`config.mk`:
```
export PLATFORM = sky130hd
export DESIGN_NAME = subpixel_smooth_rgb565_flat
export DESIGN_NICKNAME = d
export VERILOG_FILES = /design/src/design/ssr_pkg.sv /design/src/design/ssr_if.sv /design/src/design/subpixel_smooth_rgb565.sv /design/src/flat_wrapper.sv
export SDC_FILE = /design/constraint.sdc
export NUM_CORES = 1
export LEC_CHECK = 0
export ABC_CLOCK_PERIOD_IN_PS = 13750
export BUFFER_PORTS_ARGS = -buffer_cell sky130_fd_sc_hd__buf_4
export CAP_MARGIN = 0
export CORE_MARGIN = 2
export CORE_UTILIZATION = 35
export DETAILED_ROUTE_END_ITERATION = 8
export PLACE_DENSITY = 0.62
export REMOVE_ABC_BUFFERS = 1
export SETUP_SLACK_MARGIN = 0.05
export SLEW_MARGIN = 5
export SYNTH_ARGS = -nofsm -noshare
export SYNTH_HDL_FRONTEND = slang
export SYNTH_SLANG_ARGS = --single-unit
```
`constraint.sdc`:
```
create_clock -name clock -period 13.75 [get_ports clock]
set_input_delay 2.75 -clock clock [delete_from_list [all_inputs] [get_ports clock]]
set_output_delay 2.75 -clock clock [all_outputs]
set_load 0.01 [all_outputs]
```
`src/design/ssr_pkg.sv`:
```
`timescale 1ns / 1ps

package ssr_pkg;

   // Field widths shared by the channel interfaces and the datapath.
   localparam int SUBPIXEL_W = 8;
   localparam int COORD_W    = 10;
   localparam int COLOR_W    = 16;

   // Divide by three as a multiply by a reciprocal: floor(s * 683 / 2048)
   // equals floor(s / 3) for every sum of three 8-bit values.
   localparam logic [9:0] RECIP3       = 10'd683;
   localparam int         RECIP3_SHIFT = 11;

   // Phase of pixel assembly: which smoothed value the next one will be.
   localparam logic [1:0] PHASE_RED   = 2'd0;
   localparam logic [1:0] PHASE_GREEN = 2'd1;
   localparam logic [1:0] PHASE_BLUE  = 2'd2;

   // Item count within a row, saturating once the filters are fully primed.
   localparam logic [1:0] POS_FIRST  = 2'd0;
   localparam logic [1:0] POS_SECOND = 2'd1;
   localparam logic [1:0] POS_THIRD  = 2'd2;
   localparam logic [1:0] POS_FULL   = 2'd3;

   // Truncated mean of three 8-bit samples.
   function automatic logic [SUBPIXEL_W-1:0] avg3(input logic [SUBPIXEL_W-1:0] a,
                                                  input logic [SUBPIXEL_W-1:0] b,
                                                  input logic [SUBPIXEL_W-1:0] c);
      logic [9:0]  sum;
      logic [19:0] prod;
      sum  = {2'b00, a} + {2'b00, b} + {2'b00, c};
      prod = {10'd0, sum} * {10'd0, RECIP3};
      return prod[RECIP3_SHIFT +: SUBPIXEL_W];
   endfunction

endpackage

```
`src/design/ssr_if.sv`:
```
`timescale 1ns / 1ps

// Request channel: one sub-pixel of a row.
interface ssr_req_if;
   logic                             valid;
   logic                             ready;
   logic [ssr_pkg::SUBPIXEL_W-1:0]   subpixel;
   logic [ssr_pkg::COORD_W-1:0]      row_x;
   logic [ssr_pkg::COORD_W-1:0]      row_y;
   logic                             row_last;

   modport source (output valid, subpixel, row_x, row_y, row_last, input ready);
   modport sink (input valid, subpixel, row_x, row_y, row_last, output ready);
endinterface

// Result channel: one packed RGB565 pixel.
interface ssr_rsp_if;
   logic                             valid;
   logic                             ready;
   logic [ssr_pkg::COORD_W-1:0]      pix_x;
   logic [ssr_pkg::COORD_W-1:0]      pix_y;
   logic [ssr_pkg::COLOR_W-1:0]      color565;
   logic                             pix_last;

   modport source (output valid, pix_x, pix_y, color565, pix_last, input ready);
   modport sink (input valid, pix_x, pix_y, color565, pix_last, output ready);
endinterface

```
`src/design/subpixel_smooth_rgb565.sv`:
```
`timescale 1ns / 1ps
// A request is first registered in the input register; its pixel (if any) is then
// loaded into the result register once that is free. Throughput: one request per
// cycle; the only limit is the single result register, when a pixel waits in it.
// Reset (synchronous, active high) clears both valid flags, the filter histories,
// the row position, the assembly phase, the held colors and the cursor.
module subpixel_smooth_rgb565 (
   input  logic       clock,
   input  logic       reset,
   ssr_req_if.sink    req_bus,
   ssr_rsp_if.source  rsp_bus
);

   localparam int SW = ssr_pkg::SUBPIXEL_W;
   localparam int CW = ssr_pkg::COORD_W;

   // Input register.
   logic          in_valid_ff;
   logic [SW-1:0] in_sub_ff;
   logic [CW-1:0] in_x_ff;
   logic [CW-1:0] in_y_ff;
   logic          in_last_ff;

   // Filter and assembly state.
   logic [SW-1:0] raw1_ff, raw2_ff, raw1_in, raw2_in;
   logic [SW-1:0] st1_ff, st2_ff, st1_in, st2_in;
   logic [1:0]    pos_ff, pos_in;
   logic [1:0]    phase_ff, phase_in;
   logic [SW-1:0] held_r_ff, held_g_ff, held_r_in, held_g_in;
   logic [CW-1:0] cur_x_ff, cur_y_ff, cur_x_in, cur_y_in;

   // Result register.
   logic                         out_valid_ff;
   logic [CW-1:0]                out_x_ff, out_y_ff;
   logic [ssr_pkg::COLOR_W-1:0]  out_color_ff, color_in;
   logic                         out_last_ff;

   logic          advance;
   logic          emit;
   logic [CW-1:0] base_x, base_y;
   logic [SW-1:0] s_a, s_b, q1, q2, v1, v2, v3;
   logic [SW-1:0] vals [3];
   logic          vld  [3];

   assign advance       = in_valid_ff && (!out_valid_ff || rsp_bus.ready);
   assign req_bus.ready = !in_valid_ff || advance;

   // Accept a request into the input register.
   always_ff @(posedge clock) begin
      if (reset) begin
         in_valid_ff <= 1'b0;
      end else if (req_bus.ready) begin
         in_valid_ff <= req_bus.valid;
      end
      if (req_bus.ready && req_bus.valid) begin
         in_sub_ff  <= req_bus.subpixel;
         in_x_ff    <= req_bus.row_x;
         in_y_ff    <= req_bus.row_y;
         in_last_ff <= req_bus.row_last;
      end
   end

   // Both box filters: the interior tap from the regular step and, on the last
   // item of a row, the flush with the edge sample replicated.
   always_comb begin
      s_a = ssr_pkg::avg3((pos_ff == ssr_pkg::POS_SECOND) ? raw1_ff : raw2_ff,
                          raw1_ff, in_sub_ff);
      s_b = (pos_ff == ssr_pkg::POS_FIRST) ? in_sub_ff
                                           : ssr_pkg::avg3(raw1_ff, in_sub_ff, in_sub_ff);
      // Second filter history as seen by the flush step.
      q1  = (pos_ff != ssr_pkg::POS_FIRST) ? s_a : st1_ff;
      q2  = (pos_ff != ssr_pkg::POS_FIRST) ? st1_ff : st2_ff;
      v1  = ssr_pkg::avg3((pos_ff == ssr_pkg::POS_THIRD) ? st1_ff : st2_ff, st1_ff, s_a);
      v2  = ssr_pkg::avg3((pos_ff == ssr_pkg::POS_SECOND) ? q1 : q2, q1, s_b);
      v3  = (pos_ff == ssr_pkg::POS_FIRST) ? s_b : ssr_pkg::avg3(q1, s_b, s_b);

      vals[0] = v1;
      vals[1] = v2;
      vals[2] = v3;
      vld[0]  = pos_ff[1];
      vld[1]  = in_last_ff && (pos_ff != ssr_pkg::POS_FIRST);
      vld[2]  = in_last_ff;
   end

   // Filter history and row position.
   always_comb begin
      raw1_in = in_sub_ff;
      raw2_in = raw1_ff;
      if (in_last_ff) begin
         st1_in = s_b;
         st2_in = q1;
      end else if (pos_ff != ssr_pkg::POS_FIRST) begin
         st1_in = s_a;
         st2_in = st1_ff;
      end else begin
         st1_in = st1_ff;
         st2_in = st2_ff;
      end
      if (in_last_ff) begin
         pos_in = ssr_pkg::POS_FIRST;
      end else if (pos_ff != ssr_pkg::POS_FULL) begin
         pos_in = pos_ff + 2'd1;
      end else begin
         pos_in = pos_ff;
      end
   end

   // Pixel assembly over up to three smoothed values in this item.
   always_comb begin
      logic [1:0] ph;
      ph        = phase_ff;
      held_r_in = held_r_ff;
      held_g_in = held_g_ff;
      emit      = 1'b0;
      color_in  = '0;
      for (int i = 0; i < 3; i++) begin
         if (vld[i]) begin
            case (ph)
               ssr_pkg::PHASE_GREEN: begin
                  held_g_in = vals[i];
                  ph        = ssr_pkg::PHASE_BLUE;
               end
               ssr_pkg::PHASE_BLUE: begin
                  color_in = {held_r_in[SW-1:3], held_g_in[SW-1:2], vals[i][SW-1:3]};
                  emit     = 1'b1;
                  ph       = ssr_pkg::PHASE_RED;
               end
               default: begin
                  held_r_in = vals[i];
                  ph        = ssr_pkg::PHASE_GREEN;
               end
            endcase
         end
      end
      phase_in = in_last_ff ? ssr_pkg::PHASE_RED : ph;
   end

   // Cursor: loaded from the first item of a row, stepped per emitted pixel.
   always_comb begin
      base_x   = (pos_ff == ssr_pkg::POS_FIRST) ? in_x_ff : cur_x_ff;
      base_y   = (pos_ff == ssr_pkg::POS_FIRST) ? in_y_ff : cur_y_ff;
      cur_x_in = base_x + {{(CW-1){1'b0}}, emit};
      cur_y_in = base_y;
   end

   // State update when the registered request is consumed.
   always_ff @(posedge clock) begin
      if (reset) begin
         raw1_ff   <= '0;
         raw2_ff   <= '0;
         st1_ff    <= '0;
         st2_ff    <= '0;
         pos_ff    <= ssr_pkg::POS_FIRST;
         phase_ff  <= ssr_pkg::PHASE_RED;
         held_r_ff <= '0;
         held_g_ff <= '0;
         cur_x_ff  <= '0;
         cur_y_ff  <= '0;
      end else if (advance) begin
         raw1_ff   <= raw1_in;
         raw2_ff   <= raw2_in;
         st1_ff    <= st1_in;
         st2_ff    <= st2_in;
         pos_ff    <= pos_in;
         phase_ff  <= phase_in;
         held_r_ff <= held_r_in;
         held_g_ff <= held_g_in;
         cur_x_ff  <= cur_x_in;
         cur_y_ff  <= cur_y_in;
      end
   end

   // Result register.
   always_ff @(posedge clock) begin
      if (reset) begin
         out_valid_ff <= 1'b0;
      end else if (advance) begin
         out_valid_ff <= emit;
      end else if (rsp_bus.ready) begin
         out_valid_ff <= 1'b0;
      end
      if (advance && emit) begin
         out_x_ff     <= base_x;
         out_y_ff     <= base_y;
         out_color_ff <= color_in;
         out_last_ff  <= in_last_ff;
      end
   end

   assign rsp_bus.valid    = out_valid_ff;
   assign rsp_bus.pix_x    = out_x_ff;
   assign rsp_bus.pix_y    = out_y_ff;
   assign rsp_bus.color565 = out_color_ff;
   assign rsp_bus.pix_last = out_last_ff;

endmodule

```
`src/flat_wrapper.sv`:
```
// flat-port wrapper written by rule: the top's interface ports become plain ports
module subpixel_smooth_rgb565_flat 
  (clock, reset, req_bus_valid, req_bus_subpixel, req_bus_row_x, req_bus_row_y, req_bus_row_last, req_bus_ready, rsp_bus_valid, rsp_bus_pix_x, rsp_bus_pix_y, rsp_bus_color565, rsp_bus_pix_last, rsp_bus_ready);
  ssr_req_if req_bus_i ();
  ssr_rsp_if rsp_bus_i ();
  input  logic clock;
  input  logic reset;
  input wire logic [$bits(req_bus_i.valid)-1:0] req_bus_valid;
  input wire logic [$bits(req_bus_i.subpixel)-1:0] req_bus_subpixel;
  input wire logic [$bits(req_bus_i.row_x)-1:0] req_bus_row_x;
  input wire logic [$bits(req_bus_i.row_y)-1:0] req_bus_row_y;
  input wire logic [$bits(req_bus_i.row_last)-1:0] req_bus_row_last;
  output wire logic [$bits(req_bus_i.ready)-1:0] req_bus_ready;
  output wire logic [$bits(rsp_bus_i.valid)-1:0] rsp_bus_valid;
  output wire logic [$bits(rsp_bus_i.pix_x)-1:0] rsp_bus_pix_x;
  output wire logic [$bits(rsp_bus_i.pix_y)-1:0] rsp_bus_pix_y;
  output wire logic [$bits(rsp_bus_i.color565)-1:0] rsp_bus_color565;
  output wire logic [$bits(rsp_bus_i.pix_last)-1:0] rsp_bus_pix_last;
  input wire logic [$bits(rsp_bus_i.ready)-1:0] rsp_bus_ready;
  assign req_bus_i.valid = req_bus_valid;
  assign req_bus_i.subpixel = req_bus_subpixel;
  assign req_bus_i.row_x = req_bus_row_x;
  assign req_bus_i.row_y = req_bus_row_y;
  assign req_bus_i.row_last = req_bus_row_last;
  assign req_bus_ready = req_bus_i.ready;
  assign rsp_bus_valid = rsp_bus_i.valid;
  assign rsp_bus_pix_x = rsp_bus_i.pix_x;
  assign rsp_bus_pix_y = rsp_bus_i.pix_y;
  assign rsp_bus_color565 = rsp_bus_i.color565;
  assign rsp_bus_pix_last = rsp_bus_i.pix_last;
  assign rsp_bus_i.ready = rsp_bus_ready;
  subpixel_smooth_rgb565 u_core (.clock(clock), .reset(reset), .req_bus(req_bus_i), .rsp_bus(rsp_bus_i));
endmodule
```
==> summary.md, run 1 <==
| Metric | Value |
|---|---|
| Synthesis-to-layout area growth | `27.4%` |
| Hold worst-path end | `u_core.cur_x_ff[4]` |
| Die H | `230 um` |
| Die X | `230 um` |
| Remaining DRCs | `0` |
| Clock root buffer master | `clkbuf_16` |
| Largest cells by area after synthesis | `ha_1 27%, fa_1 12%, edfxtp_1 11%` |
| Initial core utilization | `35.6%` |
| Metal3 WL | `1960 um` |
| I/O pins | `72` |
| Total CTS buffers | `17` |
| WL final | `47900 um` |
| Sinks on Clock Net | `135` |
| Outcome | `complete, no violations` |
| Inst Count DP | `2869` |
| Max stage delay on crit path | `580 ps` |
| Worst R2R Setup Slack | `100 ps` |
| Setup TNS | `0 ps` |
| Count of final setup violators | `0` |
| Largest net degree at the start of global routing | `74` |
| Worst Tran Pin Value | `914 ps` |
| Gr usage total | `17.9%` |
| # hold bufs at CTS | `0` |
| Drt wl/cell | `16.3 um` |
| Top-count cell post-synth | `ha_1` |
| Normalized max-slew margin | `39.1%` |
| Post-layout net count | `2778` |
| DP Worst Slack | `-555 ps` |
| DRT Pass-1 Iters | `5` |
| Layout cells sized above 1 | `27.4%` |
| I/O Buffers | `71` |
| Top-area cell type share of the netlist area | `26.5%` |
| Setup ws final | `104 ps` |
| Critical path class | `register to register` |
| Worst-Skew Late Latency | `430 ps` |
| Crit. End Element | `register` |
| Synth Register Bits | `135` |
| Die area | `53000 um^2` |
| Final Max Slew Viols | `0` |
| Avg Synthesized Cell Area | `9.34 um^2` |
| Vias in the first global route | `15300` |
| Async SR Flop Fraction | `0%` |
| CTS tree | `done` |
| Maximum clock rate | `73.3 MHz` |
| Mapped Area | `17900 um^2` |
| Clock slew seen by the registers of the worst setup and hold paths | `70 ps` |
| Final period util | `99.2%` |
| YS warnings | `0` |
| Initial antenna violation count | `0` |
| CP max-delay cell | `fa_1` |
| Ant diodes | `0` |
| Htree depth | `4` |
| Worst r2r src | `u_core.pos_ff[1]` |
| GR Overflow Total | `0` |
| Met1 wire length | `21900 um` |
| Reg2reg end | `u_core.held_g_ff[4]` |
| Worst hold margin | `452 ps` |
| Core region area | `50400 um^2` |
| Row cnt | `82` |
| Clock Path Buffers | `2` |
| Hold depth | `2` |
| Post-DRT Antenna Nets | `0` |
| Syn Inst Count | `1919` |
| Data required, critical path | `14030 ps` |
| Worst Path Arrival | `13930 ps` |
| Post-synth cell types | `93` |
| Worst Setup Start Kind | `register` |
| Synth Flop Type | `dfxtp_1` |
| First-pass GRT wire length | `77500 um` |
| Final Hold Fails | `0` |
| Hold/Removal Path Class | `register to register` |
| Seq/Total Area, Yosys | `18.8%` |
| Number of flops mapped to enable cells by yosys | `66` |
| FF-to-FF path depth | `63` |
| RSZ-0062 raised after global routing | `true` |
| Biggest area consumer among synthesized cells | `ha_1` |
| Commonest cells post-synth | `380 x ha_1, 244 x inv_1, 160 x nand2_1, 146 x a21oi_1, 109 x fa_1` |
| Via count | `15000` |
| Met2 wire length | `23100 um` |
| Crit Path Max Fanout | `4` |
| Max-capacitance violation count | `0` |
| Worst-case clock skew | `12.8 ps` |
| Layout Cells excl Fill | `2941` |
| Crit path time final | `13650 ps` |
| Initial DRC count | `810` |
| HP Start | `u_core.cur_x_ff[4]` |
| Max Used Layer | `met4` |
| GPL Wtd Cong | `0.902` |
| Via/cell ratio | `5.10` |
| Final HPWL DP | `38300 um` |
| Cell mode on critical path | `ha_4` |
## how the worst max path moves through the flow
stage,start,to,slack [ps]
after global routing,u_core.pos_ff[1],u_core.held_g_ff[4],-520
after global placement,u_core.pos_ff[1],u_core.rsp_bus.color565[4],-250
after detailed placement,u_core.pos_ff[1],u_core.rsp_bus.color565[4],-560
after CTS,u_core.pos_ff[1],u_core.held_g_ff[4],50
final,u_core.pos_ff[1],u_core.held_g_ff[4],100
after floorplan,u_core.pos_ff[1],u_core.rsp_bus.color565[4],-470
## timing repair
item	4_1_cts	5_1_grt
gates resized for setup	61	138
pin swaps	36	128
buffers inserted	12	28
endpoints found under the setup margin	27	27
## metal layers
| metal | track usage, % | vias up |
|---|---|---|
| li1 | - | 7401 |
| met3 | 2.27 | 54 |
| met4 | 3.73 | 0 |
| met5 | 0 | - |
| met2 | 30.3 | 290 |
| met1 | 24.3 | 7249 |
## metrics by stage
step                util [%]  instance area, um^2
floorplan                  -                17700
global placement        41.7                21000
detailed placement      41.7                21000
CTS                     43.5                21900
global route            45.3                22800
finish                  45.3                22800
## worst max-delay path, delay by kind of cell (launching register included)
kind                       cells  cell delay (ps)
AOI/OAI and AO/OA             22             3360
xor gates and xnor gates       4              730
buffers and inverters         10              990
adders and majority gates     17             5830
muxes                          1              320
and+or+nand+nor                9             1970
DFF                            1              320
## layout make-up
class                           instances  area, um^2
Timing Repair Buffer                  366        2780
Clock buffer                           17         425
Tap cell                              672         841
Sequential cell                       135        3370
Multi-Input combinational cell       1491       14400
Inverter                              245         920
Clock inverter                         15         156
Fill cell                            4715       27500
## flip-flops by register name, summed over array words and instances, names as in the netlist, 2 cells and up
| name | count |
|---|---|
| u_core.rsp_bus.color565 | 16 |
| u_core.cur_x_ff | 10 |
| u_core.cur_y_ff | 10 |
| u_core.in_x_ff | 10 |
| u_core.in_y_ff | 10 |
| u_core.rsp_bus.pix_x | 10 |
| u_core.rsp_bus.pix_y | 10 |
| u_core.in_sub_ff | 8 |
| u_core.raw1_ff | 8 |
| u_core.raw2_ff | 8 |
| u_core.st1_ff | 8 |
| u_core.st2_ff | 8 |
| u_core.held_g_ff | 6 |
| u_core.held_r_ff | 5 |
| u_core.phase_ff | 2 |
| u_core.pos_ff | 2 |
## layout by cell type, fill, tap and decap left out, drive strengths merged, types with 13 or more instances in the layout
cell / instances
a21oi: 148
inv: 253
o21bai: 13
xnor2: 83
o22ai: 16
dfxtp: 69
ha: 380
clkbuf: 17
a21o: 53
nor3: 19
edfxtp: 66
a211oi: 30
o211ai: 15
mux2i: 13
a221oi: 14
mux2: 37
fa: 109
nor2b: 15
nand2: 160
nor2: 99
o21ai: 58
o21a: 16
buf: 366
nand3: 27
xor2: 43
## kinds of logic after synthesis
kind of cell | after synthesis | share of synthesized area [%]
adder cells (fa/ha/maj) | 492 | 38.9
AO/OA/AOI/OAI | 434 | 16.2
flip-flops | 135 | 18.8
multiplexers | 50 | 3.05
AND/OR/NAND/NOR | 387 | 10.0
XOR/XNOR | 128 | 6.52
buffers and inverters | 293 | 6.52
Power of run 1 is left out: the tool's default activity adds up to more than one toggle a clock period on the data nets, which glitch-free logic cannot reach.
==> inputs of run 2 (changes only) <==
--- a/config.mk
+++ b/config.mk
@@ -11,7 +11,7 @@
 export CORE_MARGIN = 2
 export CORE_UTILIZATION = 35
 export DETAILED_ROUTE_END_ITERATION = 8
-export PLACE_DENSITY = 0.62
+export PLACE_DENSITY_LB_ADDON = 0.1
 export REMOVE_ABC_BUFFERS = 1
 export SETUP_SLACK_MARGIN = 0.05
 export SLEW_MARGIN = 5
==> run 2 against run 1 <==
Clock skew is essentially flat. Final cell count is 0.44% higher. First-iteration DRC count fell by 14%. Die area did not move. Utilization is 0.29 points higher. Critical endpoint is now u_core.rsp_bus.color565[4]. Critical path type unchanged. Clock-buffer cell count increased by 2. Flip-flop and latch count unchanged. Via count down 2.9%. Final area grew 0.65%. Critical path depth did not move. Non-clock buffer count grew 13.
==> summary.md, run 2 (synthesized netlist as in run 1, its figures left out) <==
| Metric | Value |
|---|---|
| Worst R2R Setup Slack | `480 ps (+370 ps)` |
| RSZ-0062 raised after global routing | `true` |
| Commonest non-fill, non-tap cell in the layout | `buf_4` |
| Sinks on Clock Net | `135 (unchanged)` |
| Worst Setup Start Kind | `register` |
| Critical path class | `register to register` |
| Synthesis-to-layout area growth | `28.3%` |
| Clock slew seen by the registers of the worst setup and hold paths | `60 ps (about the same)` |
| Layout Cells excl Fill | `2954 (+0.44%)` |
| HP Start | `u_core.cur_y_ff[5]` |
| Normalized max-slew margin | `35.1% (-4.0 points)` |
| Total CTS buffers | `17 (unchanged)` |
| First-pass GRT wire length | `77100 um (-0.49%)` |
| Final core utilization | `45.6% (+0.29 points)` |
| Worst Path Arrival | `13450 ps (-480 ps)` |
| Worst-Skew Late Latency | `440 ps (about the same)` |
| WL final | `48200 um (+0.61%)` |
| Largest register FFs | `16 (unchanged)` |
| Clock Path Buffers | `2 (unchanged)` |
| Initial DRC count | `697 (-14%)` |
| Final Max Slew Viols | `0 (unchanged)` |
| Initial antenna violation count | `0 (unchanged)` |
| Worst r2r src | `u_core.pos_ff[1]` |
| Layout cells sized above 1 | `28.3% (+0.94 points)` |
| Worst Tran Pin Value | `973 ps (+59.4 ps)` |
| Data required, critical path | `13930 ps (-100 ps)` |
| Max stage delay on crit path | `530 ps (-50 ps)` |
| Count of final setup violators | `0 (unchanged)` |
| Reg2reg end | `u_core.rsp_bus.color565[4]` |
| I/O pins | `72 (unchanged)` |
| Hold worst-path end | `u_core.cur_y_ff[5]` |
| GPL Wtd Cong | `0.833 (-7.7%)` |
| I/O Buffers | `71 (unchanged)` |
| Crit. End Element | `register` |
| Outcome | `complete, no violations` |
| Via count | `14600 (-2.9%)` |
| Inst Count DP | `2891 (+0.77%)` |
| Hold/Removal Path Class | `register to register` |
| Placed Area | `21200 um^2 (+0.79%)` |
| Most frequent cells in the layout | `372 x buf_4, 347 x ha_1, 228 x inv_1, 155 x nand2_1, 114 x a21oi_1` |
| FF-to-FF path depth | `63 (unchanged)` |
| Clock root buffer master | `clkbuf_16` |
| Row cnt | `82 (unchanged)` |
| Max-capacitance violation count | `0 (unchanged)` |
| Vias in the first global route | `14600 (-4.2%)` |
| Fillers | `4873 (+3.4%)` |
| Post-DRT Antenna Nets | `0 (unchanged)` |
| Hold depth | `2 (unchanged)` |
| Worst-case clock skew | `13.2 ps (+0.398 ps)` |
| DRT Pass-1 Iters | `5 (unchanged)` |
| Core region area | `50400 um^2 (unchanged)` |
| Ant diodes | `0 (unchanged)` |
| Final Cell Area | `23000 um^2 (+0.65%)` |
| GR Overflow Total | `0 (unchanged)` |
| Final period util | `96.5% (-2.7 points)` |
| Via/cell ratio | `4.93 (-3.4%)` |
| Remaining DRCs | `0 (unchanged)` |
| Drt wl/cell | `16.3 um (+0.16%)` |
| Cell mode on critical path | `ha_4` |
| Maximum clock rate | `75.4 MHz (+2.8%)` |
| Largest net degree at the start of global routing | `74 (unchanged)` |
| Die H | `230 um (unchanged)` |
| Final HPWL DP | `39000 um (+1.8%)` |
| Crit path time final | `13270 ps (-374 ps)` |
| Die area | `53000 um^2 (unchanged)` |
| Post-layout net count | `2791 (+0.47%)` |
| Die X | `230 um (unchanged)` |
| Htree depth | `4 (unchanged)` |
| Initial core utilization | `35.6% (unchanged)` |
| CTS tree | `done` |
| Gr usage total | `18.1% (+0.26 points)` |
| Final Hold Fails | `0 (unchanged)` |
| CP max-delay cell | `fa_1` |
| Crit Path Max Fanout | `4 (unchanged)` |
## run 2: changes by cell type in the layout (fill, tap and decap cells not counted), moves of 4 or more
cell	previous run	this run
buf_4	360	372
o21ai_1	23	16
inv_1	234	228
inv_8	4	0
inv_2	11	17
o21ai_2	6	10
## run 2: critical path, delay by kind of cell, from the launching register on
kind,cells,cell delay [ps]
adder cells (fa/ha/maj),18,5830
AO/OA/AOI/OAI,24,4020
AND/OR/NAND/NOR,7,1210
XOR/XNOR,5,790
buffers and inverters,8,490
multiplexers,1,340
flip-flops,1,320
## run 2: per-layer routing
| metal | global-route usage [%] | vias up | share of wire (%) |
|---|---|---|---|
| li1 | - | 7427 | - |
| met1 | 25.6 | 6900 | 49 |
| met2 | 29.7 | 184 | 46 |
| met3 | 2.06 | 42 | 2.7 |
| met4 | 3.97 | 0 | 1.4 |
| met5 | 0 | - | 0 |
## run 2: timing repair
action | 4_1_cts | 5_1_grt
pin swaps | 31 | 144
hold buffers | 0 | 0
gates resized for setup | 53 | 162
endpoints found under the setup margin | 27 | 27
setup buffers | 11 | 21
## run 2: layout make-up
type                       count  area, um^2  share of cell area [%]
clock buffer                  19         433                    1.88
clock inverter                13         170                   0.740
multi-input combinational   1491       14400                    62.5
timing repair buffer         379        2880                    12.5
sequential                   135        3370                    14.7
tap                          672         841                    3.66
inverter                     245         920                    4.00
## run 2: through the flow
step | setup WS, ps | hold slack, ps | TNS (ps)
6_report | 479 | 453 | 0
5_1_grt | -130 | 465 | -660
4_1_cts | 37.8 | 453 | 0
3_5_place_dp | -636 | 444 | -9730
3_3_place_gp | -417 | 439 | -5850
2_1_floorplan | -471 | 423 | -4080
## run 2: worst max-delay path by stage
stage / to / start / cells after the start / slack (ps)
2_1_floorplan: u_core.rsp_bus.color565[4] / u_core.pos_ff[1] / 59 / -470
3_3_place_gp: u_core.rsp_bus.color565[4] / u_core.raw1_ff[0] / 60 / -420
3_5_place_dp: u_core.rsp_bus.color565[4] / u_core.pos_ff[1] / 62 / -640
4_1_cts: u_core.rsp_bus.color565[4] / u_core.pos_ff[1] / 63 / 40
5_1_grt: u_core.rsp_bus.color565[4] / u_core.pos_ff[1] / 64 / -130
6_report: u_core.rsp_bus.color565[4] / u_core.pos_ff[1] / 63 / 480
Power of run 2 is left out for the same reason.
==> inputs of run 3 (changes only) <==
--- a/config.mk
+++ b/config.mk
@@ -11,7 +11,7 @@
 export CORE_MARGIN = 2
 export CORE_UTILIZATION = 35
 export DETAILED_ROUTE_END_ITERATION = 8
-export PLACE_DENSITY_LB_ADDON = 0.1
+export PLACE_DENSITY = 0.52
 export REMOVE_ABC_BUFFERS = 1
 export SETUP_SLACK_MARGIN = 0.05
 export SLEW_MARGIN = 5
==> run 3 against run 2 <==
First-iteration DRC count grew 3.6%. Clock-buffer cell count shrank 2. Sequential share of layout area down 0.066 points. Critical path depth shrank 2. Worst setup slack got worse by 230 ps. Final area up 0.38%. Global-route usage down 0.24 points. Worst hold slack barely moved. Die area did not move. Final cell count shrank 0.27%. Critical endpoint unchanged.
==> summary.md, run 3 (synthesized netlist as in run 1, its figures left out) <==
| Metric | Value |
|---|---|
| Worst r2r src | `u_core.pos_ff[1]` |
| First-pass GRT wire length | `77000 um (-0.22%)` |
| Final period util | `98.2% (+1.7 points)` |
| Crit. End Element | `register` |
| Post-layout net count | `2783 (-0.29%)` |
| Worst R2R Setup Slack | `250 ps (-230 ps)` |
| Hold depth | `2 (unchanged)` |
| Largest net degree at the start of global routing | `74 (unchanged)` |
| Clock Path Buffers | `2 (unchanged)` |
| Outcome | `complete, no violations` |
| Maximum clock rate | `74.1 MHz (-1.7%)` |
| Max stage delay on crit path | `570 ps (+40 ps)` |
| Data required, critical path | `13940 ps (about the same)` |
| Remaining DRCs | `0 (unchanged)` |
| Crit Path Max Fanout | `4 (unchanged)` |
| Post-DRT Antenna Nets | `0 (unchanged)` |
| Largest register FFs | `16 (unchanged)` |
| Total CTS buffers | `17 (unchanged)` |
| Clock root buffer master | `clkbuf_16` |
| CTS tree | `done` |
| Synthesis-to-layout area growth | `28.7%` |
| Worst Setup Start Kind | `register` |
| Vias in the first global route | `15000 (+2.1%)` |
| Die H | `230 um (unchanged)` |
| Most frequent cells in the layout | `366 x buf_4, 341 x ha_1, 227 x inv_1, 157 x nand2_1, 107 x a21oi_1` |
| WL final | `47900 um (-0.68%)` |
| Hold/Removal Path Class | `register to register` |
| Clock slew seen by the registers of the worst setup and hold paths | `80 ps (+20 ps)` |
| Normalized max-slew margin | `38.3% (+3.2 points)` |
| Final Max Slew Viols | `0 (unchanged)` |
| GR Overflow Total | `0 (unchanged)` |
| Layout cells sized above 1 | `29.0% (+0.72 points)` |
| Reg2reg end | `u_core.rsp_bus.color565[4]` |
| Row cnt | `82 (unchanged)` |
| Sinks on Clock Net | `135 (unchanged)` |
| Commonest non-fill, non-tap cell in the layout | `buf_4` |
| Count of final setup violators | `0 (unchanged)` |
| CP max-delay cell | `fa_1` |
| Critical path class | `register to register` |
| I/O pins | `72 (unchanged)` |
| FF-to-FF path depth | `61 (-3.2%)` |
| Hold worst-path end | `u_core.cur_y_ff[0]` |
| Cell mode on critical path | `ha_4` |
| Initial antenna violation count | `0 (unchanged)` |
| Worst hold margin | `453 ps (+0.331 ps)` |
| Ant diodes | `0 (unchanged)` |
| Htree depth | `4 (unchanged)` |
| Via count | `14800 (+1.9%)` |
| Die area | `53000 um^2 (unchanged)` |
| Gr usage total | `17.9% (-0.24 points)` |
| Worst-case clock skew | `12.7 ps (-0.495 ps)` |
| Final Hold Fails | `0 (unchanged)` |
| Die X | `230 um (unchanged)` |
| RSZ-0062 raised after global routing | `true` |
| I/O Buffers | `71 (unchanged)` |
| Final HPWL DP | `38300 um (-1.7%)` |
| Drt wl/cell | `16.3 um (-0.41%)` |
| Worst-Skew Late Latency | `430 ps (about the same)` |
| HP Start | `u_core.cur_y_ff[0]` |
| DRT Pass-1 Iters | `5 (unchanged)` |
| GPL Wtd Cong | `0.877 (+5.3%)` |
| Max-capacitance violation count | `0 (unchanged)` |
| Initial DRC count | `722 (+3.6%)` |
| Initial core utilization | `35.6% (unchanged)` |
| Crit path time final | `13500 ps (+231 ps)` |
| Worst Path Arrival | `13690 ps (+240 ps)` |
| Via/cell ratio | `5.03 (+2.2%)` |
| Core region area | `50400 um^2 (unchanged)` |
| Worst Tran Pin Value | `925 ps (-48.3 ps)` |
-- run 3: worst max-delay path by stage --
stage / depth (start not counted) / to / from / slack (ps)
after floorplan: 59 / u_core.rsp_bus.color565[4] / u_core.pos_ff[1] / -470
after global placement: 64 / u_core.held_g_ff[3] / u_core.pos_ff[1] / -430
after detailed placement: 63 / u_core.held_g_ff[3] / u_core.pos_ff[1] / -700
after CTS: 63 / u_core.rsp_bus.color565[15] / u_core.pos_ff[1] / 50
after global routing: 61 / u_core.rsp_bus.color565[4] / u_core.pos_ff[1] / -380
final: 61 / u_core.rsp_bus.color565[4] / u_core.pos_ff[1] / 250
-- run 3: worst max-delay path: cells and delay by family, from the launching register on --
kind            cells  cell delay [ps]
fa+ha+maj          17             6160
compound gates     21             3280
simple gates        9             1770
buf+inv             9              720
xor+xnor            4              690
flops               1              320
mux                 1              320
-- run 3: cell type report --
cell class	count	area (um^2)
repair buffers	371	2800
inverters	245	922
well taps	672	841
multi-input cells	1491	14500
clock buffers	17	425
flip-flops and latches	135	3370
fillers	4769	27300
clock inverters	15	201
-- run 3: repair_timing --
action,in CTS,in global routing
gates resized for setup,52,179
setup endpoints to repair,27,27
hold buffers,0,0
buffers inserted,5,26
pin swaps,25,176
-- run 3: routing by layer --
metal / wire (um) / global-route usage, % / vias up
met4: 913 / 4.21 / 0
met5: 0 / 0 / -
met2: 22800 / 29.8 / 238
li1: - / - / 7421
met3: 1500 / 1.74 / 52
met1: 22700 / 24.8 / 7122
-- run 3: through the flow --
| stage | setup TNS, ps | instance area [um^2] | cells | setup WS, ps | util (%) |
|---|---|---|---|---|---|
| final | 0 | 23100 | 2946 | 248 | 45.8 |
| after global routing | -4070 | 23100 | 2946 | -381 | 45.8 |
| after CTS | 0 | 22000 | 2921 | 53.0 | 43.6 |
| after detailed placement | -8910 | 21100 | 2884 | -698 | 41.9 |
| after global placement | -4310 | 21100 | 2884 | -433 | 41.9 |
| after floorplan | -4080 | 17700 | 1871 | -471 | - |
Power of run 3 is left out for the same reason.
